`config.mk`:
```
export PLATFORM = sky130hd
export DESIGN_NAME = rotary_encoder_mode_values
export DESIGN_NICKNAME = d
export VERILOG_FILES = /design/src/hdl/remv_pkg.sv /design/src/hdl/remv_div.sv /design/src/hdl/rotary_encoder_mode_values.sv
export VERILOG_INCLUDE_DIRS = /design/src /design/src/hdl
export SDC_FILE = /design/constraint.sdc
export NUM_CORES = 2
export LEC_CHECK = 0
export ABC_AREA = 0
export BUFFER_PORTS_ARGS = -buffer_cell sky130_fd_sc_hd__buf_2
export CAP_MARGIN = 20
export CELL_PAD_IN_SITES_DETAIL_PLACEMENT = 0
export CELL_PAD_IN_SITES_GLOBAL_PLACEMENT = 1
export CORE_AREA = 2 2 276 278
export DETAILED_ROUTE_END_ITERATION = 8
export DIE_AREA = 0 0 278 280
export PLACE_DENSITY = 0.82
export SLEW_MARGIN = 40
export SYNTH_ARGS = -nofsm -noshare
export SYNTH_HDL_FRONTEND = slang
export SYNTH_SLANG_ARGS = --single-unit
```
`constraint.sdc`:
```
create_clock -name clk -period 21 [get_ports clk]
set_input_delay 0 -clock clk [delete_from_list [all_inputs] [get_ports clk]]
set_output_delay 0 -clock clk [all_outputs]
set_load 0.05 [all_outputs]
```
`src/hdl/rotary_encoder_mode_values_macros.svh`:
```
// ----------------------------------------------------------------------------
// Rotary encoder mode values: assertion macros
// Shared concurrent check forms, clocked and reset-qualified.
// ----------------------------------------------------------------------------
`ifndef ROTARY_ENCODER_MODE_VALUES_MACROS_SVH
`define ROTARY_ENCODER_MODE_VALUES_MACROS_SVH

// same-cycle implication
`define REMV_ASSERT_NOW(label, ck, rn, ante, cons) \
  label: assert property (@(posedge ck) disable iff (!rn) (ante) |-> (cons)) \
    else $error("remv: same-cycle check failed");

// next-cycle implication
`define REMV_ASSERT_NEXT(label, ck, rn, ante, cons) \
  label: assert property (@(posedge ck) disable iff (!rn) (ante) |=> (cons)) \
    else $error("remv: next-cycle check failed");

`endif

```
`src/hdl/remv_pkg.sv`:
```
// ----------------------------------------------------------------------------
// remv_pkg
// Widths, register indexes, codes and the quadrature decode table.
// ----------------------------------------------------------------------------
`timescale 1ns / 1ps

package remv_pkg;

  localparam int TIME_BITS      = 32;
  localparam int LIM_BITS       = 16;
  localparam int IDLE_TO_BITS   = 16;
  localparam int MODE_TO_BITS   = 32;
  localparam int NUM_MODES      = 4;
  localparam int MODE_BITS      = 2;
  localparam int EV_BITS        = 2;
  localparam int OUT_VAL_BITS   = 16;
  localparam int CFG_IDX_BITS   = 3;
  localparam int CFG_DATA_BITS  = 32;

  localparam int VALUE_BITS_DEF     = 16;
  localparam int TRANS_PER_STEP_DEF = 4;

  localparam logic [LIM_BITS-1:0]     MAX_DEF      = 16'd255;
  localparam logic [NUM_MODES-1:0]    SAT_MASK_DEF = 4'h0;
  localparam logic [IDLE_TO_BITS-1:0] IDLE_TO_DEF  = 16'd100;
  localparam logic [MODE_TO_BITS-1:0] MODE_TO_DEF  = 32'd10000;

  // configuration register indexes
  localparam logic [CFG_IDX_BITS-1:0] CFG_MAX_NORMAL  = 3'd0;
  localparam logic [CFG_IDX_BITS-1:0] CFG_MAX_CLICKED = 3'd1;
  localparam logic [CFG_IDX_BITS-1:0] CFG_MAX_DOUBLE  = 3'd2;
  localparam logic [CFG_IDX_BITS-1:0] CFG_MAX_HELD    = 3'd3;
  localparam logic [CFG_IDX_BITS-1:0] CFG_SAT_MASK    = 3'd4;
  localparam logic [CFG_IDX_BITS-1:0] CFG_IDLE_TO     = 3'd5;
  localparam logic [CFG_IDX_BITS-1:0] CFG_MODE_TO     = 3'd6;

  // modes
  localparam logic [MODE_BITS-1:0] MODE_NORMAL  = 2'd0;
  localparam logic [MODE_BITS-1:0] MODE_CLICKED = 2'd1;
  localparam logic [MODE_BITS-1:0] MODE_DOUBLE  = 2'd2;
  localparam logic [MODE_BITS-1:0] MODE_HELD    = 2'd3;

  // button events
  localparam logic [EV_BITS-1:0] EV_NONE = 2'd0;

  // detent steps
  localparam logic signed [1:0] STEP_ZERO = 2'sb00;
  localparam logic signed [1:0] STEP_POS  = 2'sb01;
  localparam logic signed [1:0] STEP_NEG  = 2'sb11;

  typedef struct packed {
    logic busy;
    logic done;
  } div_stat_t;

  // index is {previous B, previous A, current B, current A}
  function automatic logic signed [1:0] quad_dir(input logic [3:0] idx);
    logic signed [1:0] d;
    case (idx) inside
      4'd2, 4'd4, 4'd11, 4'd13: d = STEP_POS;
      4'd1, 4'd7, 4'd8, 4'd14:  d = STEP_NEG;
      default:                  d = STEP_ZERO;
    endcase
    return d;
  endfunction

endpackage

```
`src/hdl/remv_div.sv`:
```
// ----------------------------------------------------------------------------
// remv_div
// Bit-serial remainder unit: dividend mod (lim + 1), one bit per cycle.
// ----------------------------------------------------------------------------
`timescale 1ns / 1ps

module remv_div (
  input  logic                           clk,
  input  logic                           rst_n,
  input  logic                           start,
  input  logic [remv_pkg::LIM_BITS-1:0]  dividend,
  input  logic [remv_pkg::LIM_BITS-1:0]  lim,
  output remv_pkg::div_stat_t            stat,
  output logic [remv_pkg::LIM_BITS-1:0]  rem
);
  import remv_pkg::*;

  localparam int CNT_BITS = $clog2(LIM_BITS);
  localparam logic [CNT_BITS-1:0] CNT_LAST = CNT_BITS'(LIM_BITS - 1);

  typedef enum logic [1:0] {
    DIV_IDLE = 2'b01,
    DIV_RUN  = 2'b10
  } div_state_t;

  div_state_t            st_r;
  logic                  done_r;
  logic [CNT_BITS-1:0]   cnt_r;
  logic [LIM_BITS-1:0]   quo_r;
  logic [LIM_BITS:0]     rem_r;
  logic [LIM_BITS:0]     dsr_r;

  logic [LIM_BITS+1:0]   trial;
  logic [LIM_BITS+1:0]   diff;
  logic                  ge;
  logic [LIM_BITS:0]     rem_nxt;

  always_comb begin
    trial   = {rem_r, quo_r[LIM_BITS-1]};
    diff    = trial - {1'b0, dsr_r};
    ge      = trial >= {1'b0, dsr_r};
    rem_nxt = ge ? diff[LIM_BITS:0] : trial[LIM_BITS:0];
  end

  always_ff @(posedge clk) begin
    if (!rst_n) begin
      st_r   <= DIV_IDLE;
      done_r <= 1'b0;
    end else begin
      done_r <= 1'b0;
      if (start) begin
        st_r <= DIV_RUN;
      end else if (st_r == DIV_RUN && cnt_r == CNT_LAST) begin
        st_r   <= DIV_IDLE;
        done_r <= 1'b1;
      end
    end
  end

  always_ff @(posedge clk) begin
    if (start) begin
      quo_r <= dividend;
      rem_r <= '0;
      dsr_r <= {1'b0, lim} + (LIM_BITS+1)'(1);
      cnt_r <= '0;
    end else if (st_r == DIV_RUN) begin
      quo_r <= {quo_r[LIM_BITS-2:0], 1'b0};
      rem_r <= rem_nxt;
      cnt_r <= cnt_r + CNT_BITS'(1);
    end
  end

  assign stat.busy = (st_r == DIV_RUN) || done_r;
  assign stat.done = done_r;
  assign rem       = rem_r[LIM_BITS-1:0];

endmodule

```
`src/hdl/rotary_encoder_mode_values.sv`:
```
// ----------------------------------------------------------------------------
// rotary_encoder_mode_values
// Quadrature encoder decoder with button-selected modes and one value per mode.
// Each item is one pin sample with a millisecond timestamp and a button event;
// each item yields exactly one result. Items are taken one per clock unless
// in_stall or out_stall holds them, and pass an input register, then a result
// register; the decode, the detent rounding, the mode timer and the value update
// all sit in one combinational pass between those registers. Writing one of the
// four limit registers starts a bit-serial remainder of that mode's value by the
// new limit plus one; in_stall stays high while that unit runs. Other configuration
// writes take effect at once.
// ----------------------------------------------------------------------------
`timescale 1ns / 1ps
`include "rotary_encoder_mode_values_macros.svh"

module rotary_encoder_mode_values #(
  parameter int VALUE_BITS           = remv_pkg::VALUE_BITS_DEF,
  parameter int TRANSITIONS_PER_STEP = remv_pkg::TRANS_PER_STEP_DEF
) (
  input  logic                                clk,
  input  logic                                rst_n,
  input  logic                                in_valid,
  output logic                                in_stall,
  input  logic [remv_pkg::TIME_BITS-1:0]      in_time_ms,
  input  logic                                in_quad_a,
  input  logic                                in_quad_b,
  input  logic [remv_pkg::EV_BITS-1:0]        in_button_event,
  output logic                                out_valid,
  input  logic                                out_stall,
  output logic [remv_pkg::MODE_BITS-1:0]      out_mode,
  output logic                                out_mode_changed,
  output logic signed [1:0]                   out_step,
  output logic                                out_value_changed,
  output logic [remv_pkg::OUT_VAL_BITS-1:0]   out_mode_value,
  input  logic                                cfg_we,
  input  logic [remv_pkg::CFG_IDX_BITS-1:0]   cfg_index,
  input  logic [remv_pkg::CFG_DATA_BITS-1:0]  cfg_wdata
);
  import remv_pkg::*;

  localparam int SUM_BITS = $clog2(TRANSITIONS_PER_STEP + 1) + 1;
  localparam logic [SUM_BITS-1:0] T_U = SUM_BITS'(TRANSITIONS_PER_STEP);

  // configuration
  logic [LIM_BITS-1:0]     max_r [NUM_MODES];
  logic [NUM_MODES-1:0]    sat_r;
  logic [IDLE_TO_BITS-1:0] ito_r;
  logic [MODE_TO_BITS-1:0] mto_r;

  // item state
  logic [1:0]                 prev_ab_r;
  logic signed [SUM_BITS-1:0] sum_r;
  logic [TIME_BITS-1:0]       lmt_r;
  logic [MODE_BITS-1:0]       mode_r;
  logic [TIME_BITS-1:0]       mset_r;
  logic [VALUE_BITS-1:0]      val_r [NUM_MODES];
  logic [LIM_BITS-1:0]        red_r [NUM_MODES];

  // input register
  logic                  s1_vld_r;
  logic [TIME_BITS-1:0]  s1_time_r;
  logic [1:0]            s1_ab_r;
  logic [EV_BITS-1:0]    s1_ev_r;

  // result register
  logic                      out_valid_r;
  logic [MODE_BITS-1:0]      out_mode_r;
  logic                      out_mc_r;
  logic signed [1:0]         out_step_r;
  logic                      out_vc_r;
  logic [OUT_VAL_BITS-1:0]   out_val_r;

  // remainder units
  div_stat_t             div_stat [NUM_MODES];
  logic [LIM_BITS-1:0]   div_rem  [NUM_MODES];
  logic [NUM_MODES-1:0]  div_start;
  logic                  busy_any;

  // handshake
  logic in_acc;
  logic adv;
  logic fire;

  // datapath
  logic [MODE_BITS-1:0]       mode_a;
  logic [TIME_BITS-1:0]       mset_a;
  logic                       mto_hit;
  logic [MODE_BITS-1:0]       mode_nxt;
  logic [TIME_BITS-1:0]       mset_nxt;
  logic                       mc_c;
  logic signed [1:0]          tr;
  logic signed [SUM_BITS-1:0] sum_a;
  logic [TIME_BITS-1:0]       lmt_a;
  logic [SUM_BITS-1:0]        mag;
  logic                       trig;
  logic                       round_up;
  logic signed [1:0]          step_c;
  logic signed [SUM_BITS-1:0] sum_nxt;
  logic [TIME_BITS-1:0]       lmt_nxt;
  logic [LIM_BITS-1:0]        lim;
  logic [LIM_BITS-1:0]        cur16;
  logic [LIM_BITS-1:0]        red;
  logic [LIM_BITS-1:0]        new16;
  logic [VALUE_BITS-1:0]      new_v;
  logic                       upd;
  logic [OUT_VAL_BITS-1:0]    mval_c;
  logic [SUM_BITS-1:0]        sum_r_mag;

  // ---------------------------------------------------------------- handshake
  always_comb begin
    busy_any = 1'b0;
    for (int m = 0; m < NUM_MODES; m++) begin
      busy_any = busy_any | div_stat[m].busy;
    end
  end

  assign adv      = !out_valid_r || !out_stall;
  assign fire     = s1_vld_r && adv && !busy_any;
  assign in_stall = busy_any || (s1_vld_r && !fire);
  assign in_acc   = in_valid && !in_stall;

  // ---------------------------------------------------------------- config
  always_comb begin
    div_start = '0;
    if (cfg_we) begin
      case (cfg_index) inside
        [CFG_MAX_NORMAL:CFG_MAX_HELD]: div_start[cfg_index[MODE_BITS-1:0]] = 1'b1;
        default:                       div_start = '0;
      endcase
    end
  end

  always_ff @(posedge clk) begin
    if (!rst_n) begin
      for (int m = 0; m < NUM_MODES; m++) begin
        max_r[m] <= MAX_DEF;
      end
      sat_r <= SAT_MASK_DEF;
      ito_r <= IDLE_TO_DEF;
      mto_r <= MODE_TO_DEF;
    end else if (cfg_we) begin
      case (cfg_index) inside
        [CFG_MAX_NORMAL:CFG_MAX_HELD]:
          max_r[cfg_index[MODE_BITS-1:0]] <= cfg_wdata[LIM_BITS-1:0];
        CFG_SAT_MASK: sat_r <= cfg_wdata[NUM_MODES-1:0];
        CFG_IDLE_TO:  ito_r <= cfg_wdata[IDLE_TO_BITS-1:0];
        CFG_MODE_TO:  mto_r <= cfg_wdata[MODE_TO_BITS-1:0];
        default: ;
      endcase
    end
  end

  // ---------------------------------------------------------------- datapath
  always_comb begin
    // button event, then mode timeout
    mode_a   = (s1_ev_r != EV_NONE) ? s1_ev_r : mode_r;
    mset_a   = (s1_ev_r != EV_NONE) ? s1_time_r : mset_r;
    mto_hit  = ((s1_time_r - mset_a) > mto_r) && (mode_a != MODE_NORMAL);
    mode_nxt = mto_hit ? MODE_NORMAL : mode_a;
    mset_nxt = mto_hit ? s1_time_r : mset_a;
    mc_c     = (s1_ev_r != EV_NONE) || mto_hit;

    // decode and accumulate
    tr    = quad_dir({prev_ab_r, s1_ab_r});
    sum_a = sum_r + SUM_BITS'(tr);
    lmt_a = (tr != STEP_ZERO) ? s1_time_r : lmt_r;
    mag   = sum_a[SUM_BITS-1] ? SUM_BITS'(-sum_a) : SUM_BITS'(sum_a);
    trig  = (mag >= T_U) ||
            (((s1_time_r - lmt_a) > TIME_BITS'(ito_r)) && (sum_a != '0));
    // |sum| never exceeds T here, so half-away rounding is 2|sum| >= T
    round_up = {mag, 1'b0} >= {1'b0, T_U};
    step_c   = STEP_ZERO;
    if (trig && round_up) begin
      step_c = sum_a[SUM_BITS-1] ? STEP_NEG : STEP_POS;
    end
    sum_nxt = trig ? '0 : sum_a;
    lmt_nxt = trig ? s1_time_r : lmt_a;

    // value update of the current mode
    lim   = max_r[mode_nxt];
    cur16 = LIM_BITS'(val_r[mode_nxt]);
    red   = red_r[mode_nxt];
    upd   = (step_c != STEP_ZERO);
    if (sat_r[mode_nxt]) begin
      if (step_c == STEP_POS) begin
        new16 = (cur16 >= lim) ? lim : cur16 + LIM_BITS'(1);
      end else if (cur16 == '0) begin
        new16 = '0;
      end else begin
        new16 = ((cur16 - LIM_BITS'(1)) > lim) ? lim : cur16 - LIM_BITS'(1);
      end
    end else begin
      // red holds the value already reduced mod (lim + 1)
      if (step_c == STEP_POS) begin
        new16 = (red == lim) ? '0 : red + LIM_BITS'(1);
      end else begin
        new16 = (red == '0) ? lim : red - LIM_BITS'(1);
      end
    end
    new_v  = VALUE_BITS'(new16);
    mval_c = upd ? OUT_VAL_BITS'(new_v) : OUT_VAL_BITS'(val_r[mode_nxt]);
  end

  // ---------------------------------------------------------------- state
  always_ff @(posedge clk) begin
    if (!rst_n) begin
      prev_ab_r <= '0;
      sum_r     <= '0;
      lmt_r     <= '0;
      mode_r    <= MODE_NORMAL;
      mset_r    <= '0;
    end else if (fire) begin
      prev_ab_r <= s1_ab_r;
      sum_r     <= sum_nxt;
      lmt_r     <= lmt_nxt;
      mode_r    <= mode_nxt;
      mset_r    <= mset_nxt;
    end
  end

  always_ff @(posedge clk) begin
    if (!rst_n) begin
      for (int m = 0; m < NUM_MODES; m++) begin
        val_r[m] <= '0;
        red_r[m] <= '0;
      end
    end else begin
      for (int m = 0; m < NUM_MODES; m++) begin
        if (div_stat[m].done) begin
          red_r[m] <= div_rem[m];
        end else if (fire && upd && mode_nxt == MODE_BITS'(m)) begin
          red_r[m] <= LIM_BITS'(new_v);
        end
        if (fire && upd && mode_nxt == MODE_BITS'(m)) begin
          val_r[m] <= new_v;
        end
      end
    end
  end

  // ---------------------------------------------------------------- pipeline
  always_ff @(posedge clk) begin
    if (!rst_n) begin
      s1_vld_r    <= 1'b0;
      out_valid_r <= 1'b0;
    end else begin
      if (in_acc) begin
        s1_vld_r <= 1'b1;
      end else if (fire) begin
        s1_vld_r <= 1'b0;
      end
      if (adv) begin
        out_valid_r <= fire;
      end
    end
  end

  always_ff @(posedge clk) begin
    if (in_acc) begin
      s1_time_r <= in_time_ms;
      s1_ab_r   <= {in_quad_b, in_quad_a};
      s1_ev_r   <= in_button_event;
    end
    if (fire) begin
      out_mode_r <= mode_nxt;
      out_mc_r   <= mc_c;
      out_step_r <= step_c;
      out_vc_r   <= upd;
      out_val_r  <= mval_c;
    end
  end

  assign out_valid         = out_valid_r;
  assign out_mode          = out_mode_r;
  assign out_mode_changed  = out_mc_r;
  assign out_step          = out_step_r;
  assign out_value_changed = out_vc_r;
  assign out_mode_value    = out_val_r;

  // ---------------------------------------------------------------- remainder
  // the divisor is taken from the write data, since max_r updates on the same edge
  for (genvar g = 0; g < NUM_MODES; g++) begin : g_div
    remv_div u_div (
      .clk      (clk),
      .rst_n    (rst_n),
      .start    (div_start[g]),
      .dividend (LIM_BITS'(val_r[g])),
      .lim      (cfg_wdata[LIM_BITS-1:0]),
      .stat     (div_stat[g]),
      .rem      (div_rem[g])
    );
  end

  // ---------------------------------------------------------------- checks
  assign sum_r_mag = sum_r[SUM_BITS-1] ? SUM_BITS'(-sum_r) : SUM_BITS'(sum_r);

  `REMV_ASSERT_NOW(a_sum_below_step, clk, rst_n, 1'b1, sum_r_mag < T_U)
  `REMV_ASSERT_NOW(a_busy_stalls, clk, rst_n, busy_any, in_stall)
  `REMV_ASSERT_NEXT(a_fire_to_out, clk, rst_n, fire, out_valid_r)
  `REMV_ASSERT_NOW(a_step_flag, clk, rst_n, out_valid_r, out_vc_r == (out_step_r != STEP_ZERO))

  for (genvar g = 0; g < NUM_MODES; g++) begin : g_chk
    `REMV_ASSERT_NOW(a_red_in_range, clk, rst_n, !div_stat[g].busy, red_r[g] <= max_r[g])
  end

endmodule

```
## After elaboration in Yosys (flattened, before gate mapping)

Memories as Yosys holds them, arrays and structs flattened.
Index checks and enable logic that the tools add are counted.

| word-level totals | value |
|---|---|
| bits in registers | 412 |
| memory bits (writable) | 192 |
| input port bits | 76 |
| output and inout bits | 24 |
| memories kept | 3 |

| cells by class | value |
|---|---|
| $add $sub $neg | 17 |
| order comparisons | 15 |
| eq/ne operators | 24 |
| multiplexer cells | 109 |
| bitwise gates (word level) | 19 |
| reduce and logical (&&, ||, !) cells | 58 |

Memory list:

| memory | words | bits a word | read ports | clocked after Yosys merged registers in | write ports | line | text |
|---|---|---|---|---|---|---|---|
| max_r | 4 | 16 | 1 | 0 | 4 | rotary_encoder_mode_values.sv:45 | `logic [LIM_BITS-1:0] max_r [NUM_MODES];` |
| red_r | 4 | 16 | 1 | 0 | 4 | rotary_encoder_mode_values.sv:57 | `logic [LIM_BITS-1:0] red_r [NUM_MODES];` |
| val_r | 4 | 16 | 5 | 0 | 4 | rotary_encoder_mode_values.sv:56 | `logic [VALUE_BITS-1:0] val_r [NUM_MODES];` |

Operator list:

| cell | count |
|---|---|
| $mux 16 | 30 |
| $mux 32 | 4 |
| $ge 18x17->1 | 4 |
| $mux 17 | 4 |
| $sub 17x17->17 | 4 |
| $sub 32x32->32 | 2 |
| $mux 1 | 50 |
| $add 16x1->16 const B | 2 |
| $eq 4x4->1 const B | 8 |
| $gt 32x16->1 | 1 |
| $gt 32x32->1 | 1 |
| $logic_not 16->1 | 2 |
| $sub 16x1->16 const B | 2 |
| $mux 2 | 15 |
| $reduce_bool 2->1 | 13 |
| $logic_and 1x1->1 | 18 |
| $add 16x1->17 const B | 1 |
| $add 4x1->4 const B | 4 |
| $eq 16x16->1 | 1 |
| $ge 16x16->1 | 1 |
| $gt 16x16->1 | 1 |
| $mux 4 | 4 |
| $reduce_or 16->1 | 1 |
| $or 1x1->1 | 15 |
| other kinds (26) | 54 |

## Longest topological paths before layout

| logic depth | value |
|---|---|
| depth in word-level cells | 20 |
| gate-level depth with buffers | 53 |
| gate-level depth less buffers | 46 |

## By module

From an unflattened synthesis, not the netlist that was laid out.

| second synthesis, totals | value |
|---|---|
| cell total of the unflattened synthesis | 4,047 |
| area total of the unflattened synthesis | 38,196.6 µm² |

Modules (own cells, without submodules):

| module | instances | cells an instance | area an instance (µm²) |
|---|---|---|---|
| rotary_encoder_mode_values | 1 | 2,646 | 24,178.2 |
| remv_div at g_div[0].u_div ... | 3 | 338 | 3,430.8 |
| remv_div at g_div[3].u_div | 1 | 387 | 3,726.1 |

## Worst setup path before layout

No wires, ideal clock.

| timing path | value |
|---|---|
| kind | reg2reg |
| start | register s1_ev_r[1] |
| end | register out_val_r[12] (netlist: out_mode_value[12]) (data pin) |
| setup time | 0.269 ns |
| arrival time | 9.830 ns |
| required time | 20.731 ns |
| path slack | 10.901 ns |
| cell stages (with the launch flop) | 50 |
| buffers on the path | 9 |
| path through | edfxtp_1 buf_2 or2_2 clkbuf_1 clkbuf_1 clkbuf_1 mux2i_1 ha_1 a21o_1 a21oi_1 and2_1 o22ai_1 a21oi_1 a21o_1 a31oi_1 a21o_1 a211o_1 a311o_1 (+14 left out) ha_1 o2111ai_2 nor4_4 nor3b_1 or2_2 ha_1 nand3_1 nor2_1 nand2_1 a211o_1 a31oi_1 clkbuf_1 clkbuf_1 nand2_1 o211a_1 nor3_1 a21o_1 o21ai_0 |

| between the ends | value |
|---|---|
| cells in the longest elaborated chain, start to end | 14 |
| elaborated cells on any way between the ends | 31 |
| those cells by class | 5 x add/sub; 3 x order compare; 1 x eq/ne; 14 x mux; 5 x reduce/logical; 3 x memory |

RTL lines:

| element | line | text |
|---|---|---|
| start, declared | rotary_encoder_mode_values.sv:63 | `logic [EV_BITS-1:0] s1_ev_r;` |
| start signal, assigned | rotary_encoder_mode_values.sv:262 | `s1_ev_r <= in_button_event;` |
| $reduce_bool 2->1 | rotary_encoder_mode_values.sv:156, rotary_encoder_mode_values.sv:157 |  |
| $mux 32 | rotary_encoder_mode_values.sv:157 | `mset_a = (s1_ev_r != EV_NONE) ? s1_time_r : mset_r;` |
| $sub 32x32->32 | rotary_encoder_mode_values.sv:158 | `mto_hit = ((s1_time_r - mset_a) > mto_r) && (mode_a != MODE_NORMAL);` |
| $gt 32x32->1 | rotary_encoder_mode_values.sv:158 |  |
| $logic_and 1x1->1 | rotary_encoder_mode_values.sv:158 |  |
| $mux 2 * | rotary_encoder_mode_values.sv:159 | `mode_nxt = mto_hit ? MODE_NORMAL : mode_a;` |
| $mem_v2 4x16 | n/a |  |
| $sub 16x1->16 | rotary_encoder_mode_values.sv:190 | `new16 = ((cur16 - LIM_BITS'(1)) > lim) ? lim : cur16 - LIM_BITS'(1);` |
| $gt 16x16->1 | rotary_encoder_mode_values.sv:190 |  |
| $mux 16 | rotary_encoder_mode_values.sv:190 |  |
| $mux 16 | rotary_encoder_mode_values.sv:187 | `end else if (cur16 == '0) begin` |
| $mux 16 | rotary_encoder_mode_values.sv:185 | `if (step_c == STEP_POS) begin` |
| $mux 16 | rotary_encoder_mode_values.sv:184 | `if (sat_r[mode_nxt]) begin` |
| $mux 16 * | rotary_encoder_mode_values.sv:201 | `mval_c = upd ? OUT_VAL_BITS'(new_v) : OUT_VAL_BITS'(val_r[mode_nxt]);` |
| named net mval_c[12] | rotary_encoder_mode_values.sv:106 | `logic [OUT_VAL_BITS-1:0] mval_c;` |
| end signal, assigned | rotary_encoder_mode_values.sv:269 | `out_val_r <= mval_c;` |
| end, declared | rotary_encoder_mode_values.sv:71 | `logic [OUT_VAL_BITS-1:0] out_val_r;` |

The timed path passes the listed nets; every way through them passes the cells marked *. The select of a mux whose other input is x is not followed.
A chain may end at the register's enable or synchronous reset.

## Worst setup path after layout

| timing path | value |
|---|---|
| start | register s1_ev_r[1] |
| end | register out_val_r[9] (netlist: out_mode_value[9]) (data pin) |

Same word-level chain as after synthesis.

==> impl_results.md <==
* Outcome: complete, no violations
* Max clock buf depth at 3
* Clock Latency Late Sink at 0.64 ns
* H-tree levels at 3
* Cells after synthesis at 3982
* Yosys warning count at 0
* Synthesized area at 0.0370 sq mm
* Rel. slew slack at 38.2%
* Std cell rows at 101
* Syn Nets at 4284
* Arr. time, crit path at 11.72 ns
* Die Span Y at 280 um
* Sequential-to-total area share from yosys stat at 43.0%
* Final Wtd Congestion at 1.01
* Met2 wire length at 52500 um
* Largest cells by area after synthesis: edfxtp_1 31%, dfxtp_1 12%, ha_1 7.4%
* Initial Utilization at 49.3%
* Skew final at 0.0337 ns
* Tmin final at 11.38 ns
* Max Clk Rate at 0.0879 GHz
* Initial antenna violation count at 2
* Root Driver: clkbuf_16
* Slowest CP cell: a221oi_4
* Via count at 30900
* Met3 Routed Length at 10000 um
* Crit path max fanout at 32
* Post-synthesis cell type count at 116
* Max Cap Viol at 0
* Pwr/cell area at 101 mW/mm^2
* Metal-1 WL at 51400 um
* WL final at 119000 um
* Commonest cells post-synth: 598 x nand2_1, 382 x edfxtp_1, 310 x nor2_1
* Post-synthesis register bit count at 604
* Cells on Worst Hold Path at 2
* Layout Nets at 4389
* Fin cells at 5121
* Pin count of the biggest net entering global routing at 91
* Max incr delay on CP at 0.62 ns
* Crit Path Class: reg2reg
* First-pass GRT wire length at 179000 um
* Setup Total Neg Slack at 0 ns
* Synthesis-to-finish area growth at 12.4%
* Top Metal Used: met5
* Worst Path Required at 21.34 ns
* I/O Pins at 100
* Number of synthesized flops with an enable pin at 382
* CTS tree: yes
* Hold Path Class: in2reg
* Number of antenna cells inserted at 0
* Design Power at 4210 uW
* Worst Max-Slew Pin Slew at 0.928 ns
* Total core area at 0.0752 sq mm
* Peak supply drop at 0.0767 mV
* Placed cell count at 4919
* Total GRT Usage at 30.1%
* Setup violators final at 0
* Sink Count at 604
* Count of input and output buffers at 99
* Bufs and invs on worst path at 4
* Final Slew Violations at 0
* RSZ-0062 raised after global routing: no
* Drt initial violations at 3345
* Share of the synthesized area in the top cell type at 31.0%
* TritonCTS buffer count at 70
* Share of cells above drive strength 1 at 10.4%
* Yosys top cell by area: edfxtp_1
* Ys async rst share at 0%
* Placed wire-length estimate at 86000 um
* Vias in the first global route at 28900
* Crit path depth at 45
* P_leak at 0.0166 uW
* Via/cell ratio at 6.03
* Worst Reg-to-Reg Cells at 45
* Crit start category: flop
* Drt first pass iters at 8
* Synth Flop Type: edfxtp_1
* Antenna-violating nets left at 0
* Final hold violations at 0
* Final worst-path cycle share at 54.2%
* Post-CTS setup buffer count at 0
* Crit. End Element: flop
* Mapped Avg Cell Area at 9.30 sq um
* GRT Residual Overflow at 0
* DRC viols at 0
* Clock-pin slew on the worst setup and hold paths at 0.06 ns
* Drt wl/cell at 23.2 um
* Chip width at 278 um
* Die footprint at 0.0778 sq mm
* Top-count cell post-synth: nand2_1
* Top delay family on crit path: compound AO/OA/AOI/OAI gates
[sequential cells by signal, summed over array words and instances, names as in the netlist, 4 cells and up]
name,flops
g_div.u_div.dsr_r,68
g_div.u_div.rem_r,68
g_div.u_div.quo_r,64
max_r,64
red_r,64
val_r,64
lmt_r,32
mset_r,32
mto_r,32
s1_time_r,32
g_div.u_div.cnt_r,16
ito_r,16
out_mode_value,16
g_div.u_div.st_r,8
g_div.u_div.done_r,4
sat_r,4
sum_r,4
[where the power goes]
| part | internal [uW] | switching, uW |
|---|---|---|
| Sequential | 1350 | 67.5 |
| Clock | 739 | 528 |
| Combinational | 535 | 990 |
| Total | 2620 | 1590 |
[placed cells by master, fill, tap and decap left out, types with 52 or more instances in the layout]
cell type      count
a21oi_1          263
and3_1            53
buf_2             99
buf_4             60
clkbuf_16         75
dfxtp_1          222
dlygate4sd3_1     73
edfxtp_1         382
ha_1             220
inv_1            210
mux2i_1          175
nand2_1          595
nand3_1           84
nand4_1           62
nor2_1           304
nor3_1            66
o21ai_0          171
xnor2_1          103
xor2_1            52
[final timing paths]
| check | startpoint | end | slack [ns] |
|---|---|---|---|
| worst max-delay path | s1_ev_r[1] | out_mode_value[9] | 9.62 |
| worst min-delay path | in_valid | s1_ab_r[0] | 0.02 |
| worst max register to register | s1_ev_r[1] | out_mode_value[9] | 9.62 |
| worst min register to register | ito_r[9] | ito_r[9] | 0.45 |
[metal layers]
layer  global-route usage, %  vias to the layer above
met3                    4.85                      229
met1                    42.0                    14700
met5                       0                        -
li1                        -                    14600
met2                    46.6                     1352
met4                    12.2                        4
[kinds of logic after synthesis]
logic type / after synthesis / share of synthesized area, %
buffers and inverters: 416 / 4.53
adder cells (fa/ha/maj): 229 / 7.84
AND/OR/NAND/NOR: 1415 / 17.8
multiplexers: 211 / 5.85
AO/OA/AOI/OAI: 947 / 17.1
flip-flops: 604 / 43.0
XOR/XNOR: 160 / 3.82
[repair_timing]
action,in CTS,in global routing
endpoints found under the setup margin,0,0
endpoints found under the hold margin,153,0
gates resized for setup,0,0
hold buffers,73,0
[metrics by stage]
stage	util [%]	instance area, sq um	worst slack (ns)	hold WS, ns
2_1_floorplan	-	37000	10.90	0.0989
3_3_place_gp	51.1	38400	9.65	0.176
3_5_place_dp	51.2	38500	9.35	0.178
4_1_cts	55.3	41600	9.32	0.00501
5_1_grt	55.3	41600	8.84	0.0243
6_report	55.3	41600	9.62	0.0171
[worst register-to-register path: cells and delay by family (launching register included)]
family / cells / cell delay [ns]
buffers and inverters: 4 / 0.83
AOI/OAI and AO/OA: 27 / 5.89
xor gates and xnor gates: 1 / 0.09
and+or+nand+nor: 8 / 2.48
adders and majority gates: 5 / 1.28
DFF: 1 / 0.55
[area by class of cell]
type	count	area, sq um
clock buffer	90	1950
clock inverter	38	415
fill	6745	33600
inverter	214	806
multi-input combinational	2962	19600
sequential	604	15900
tap	978	1220
timing repair buffer	235	1710
Note: power is estimated with default switching activity, not from simulation.
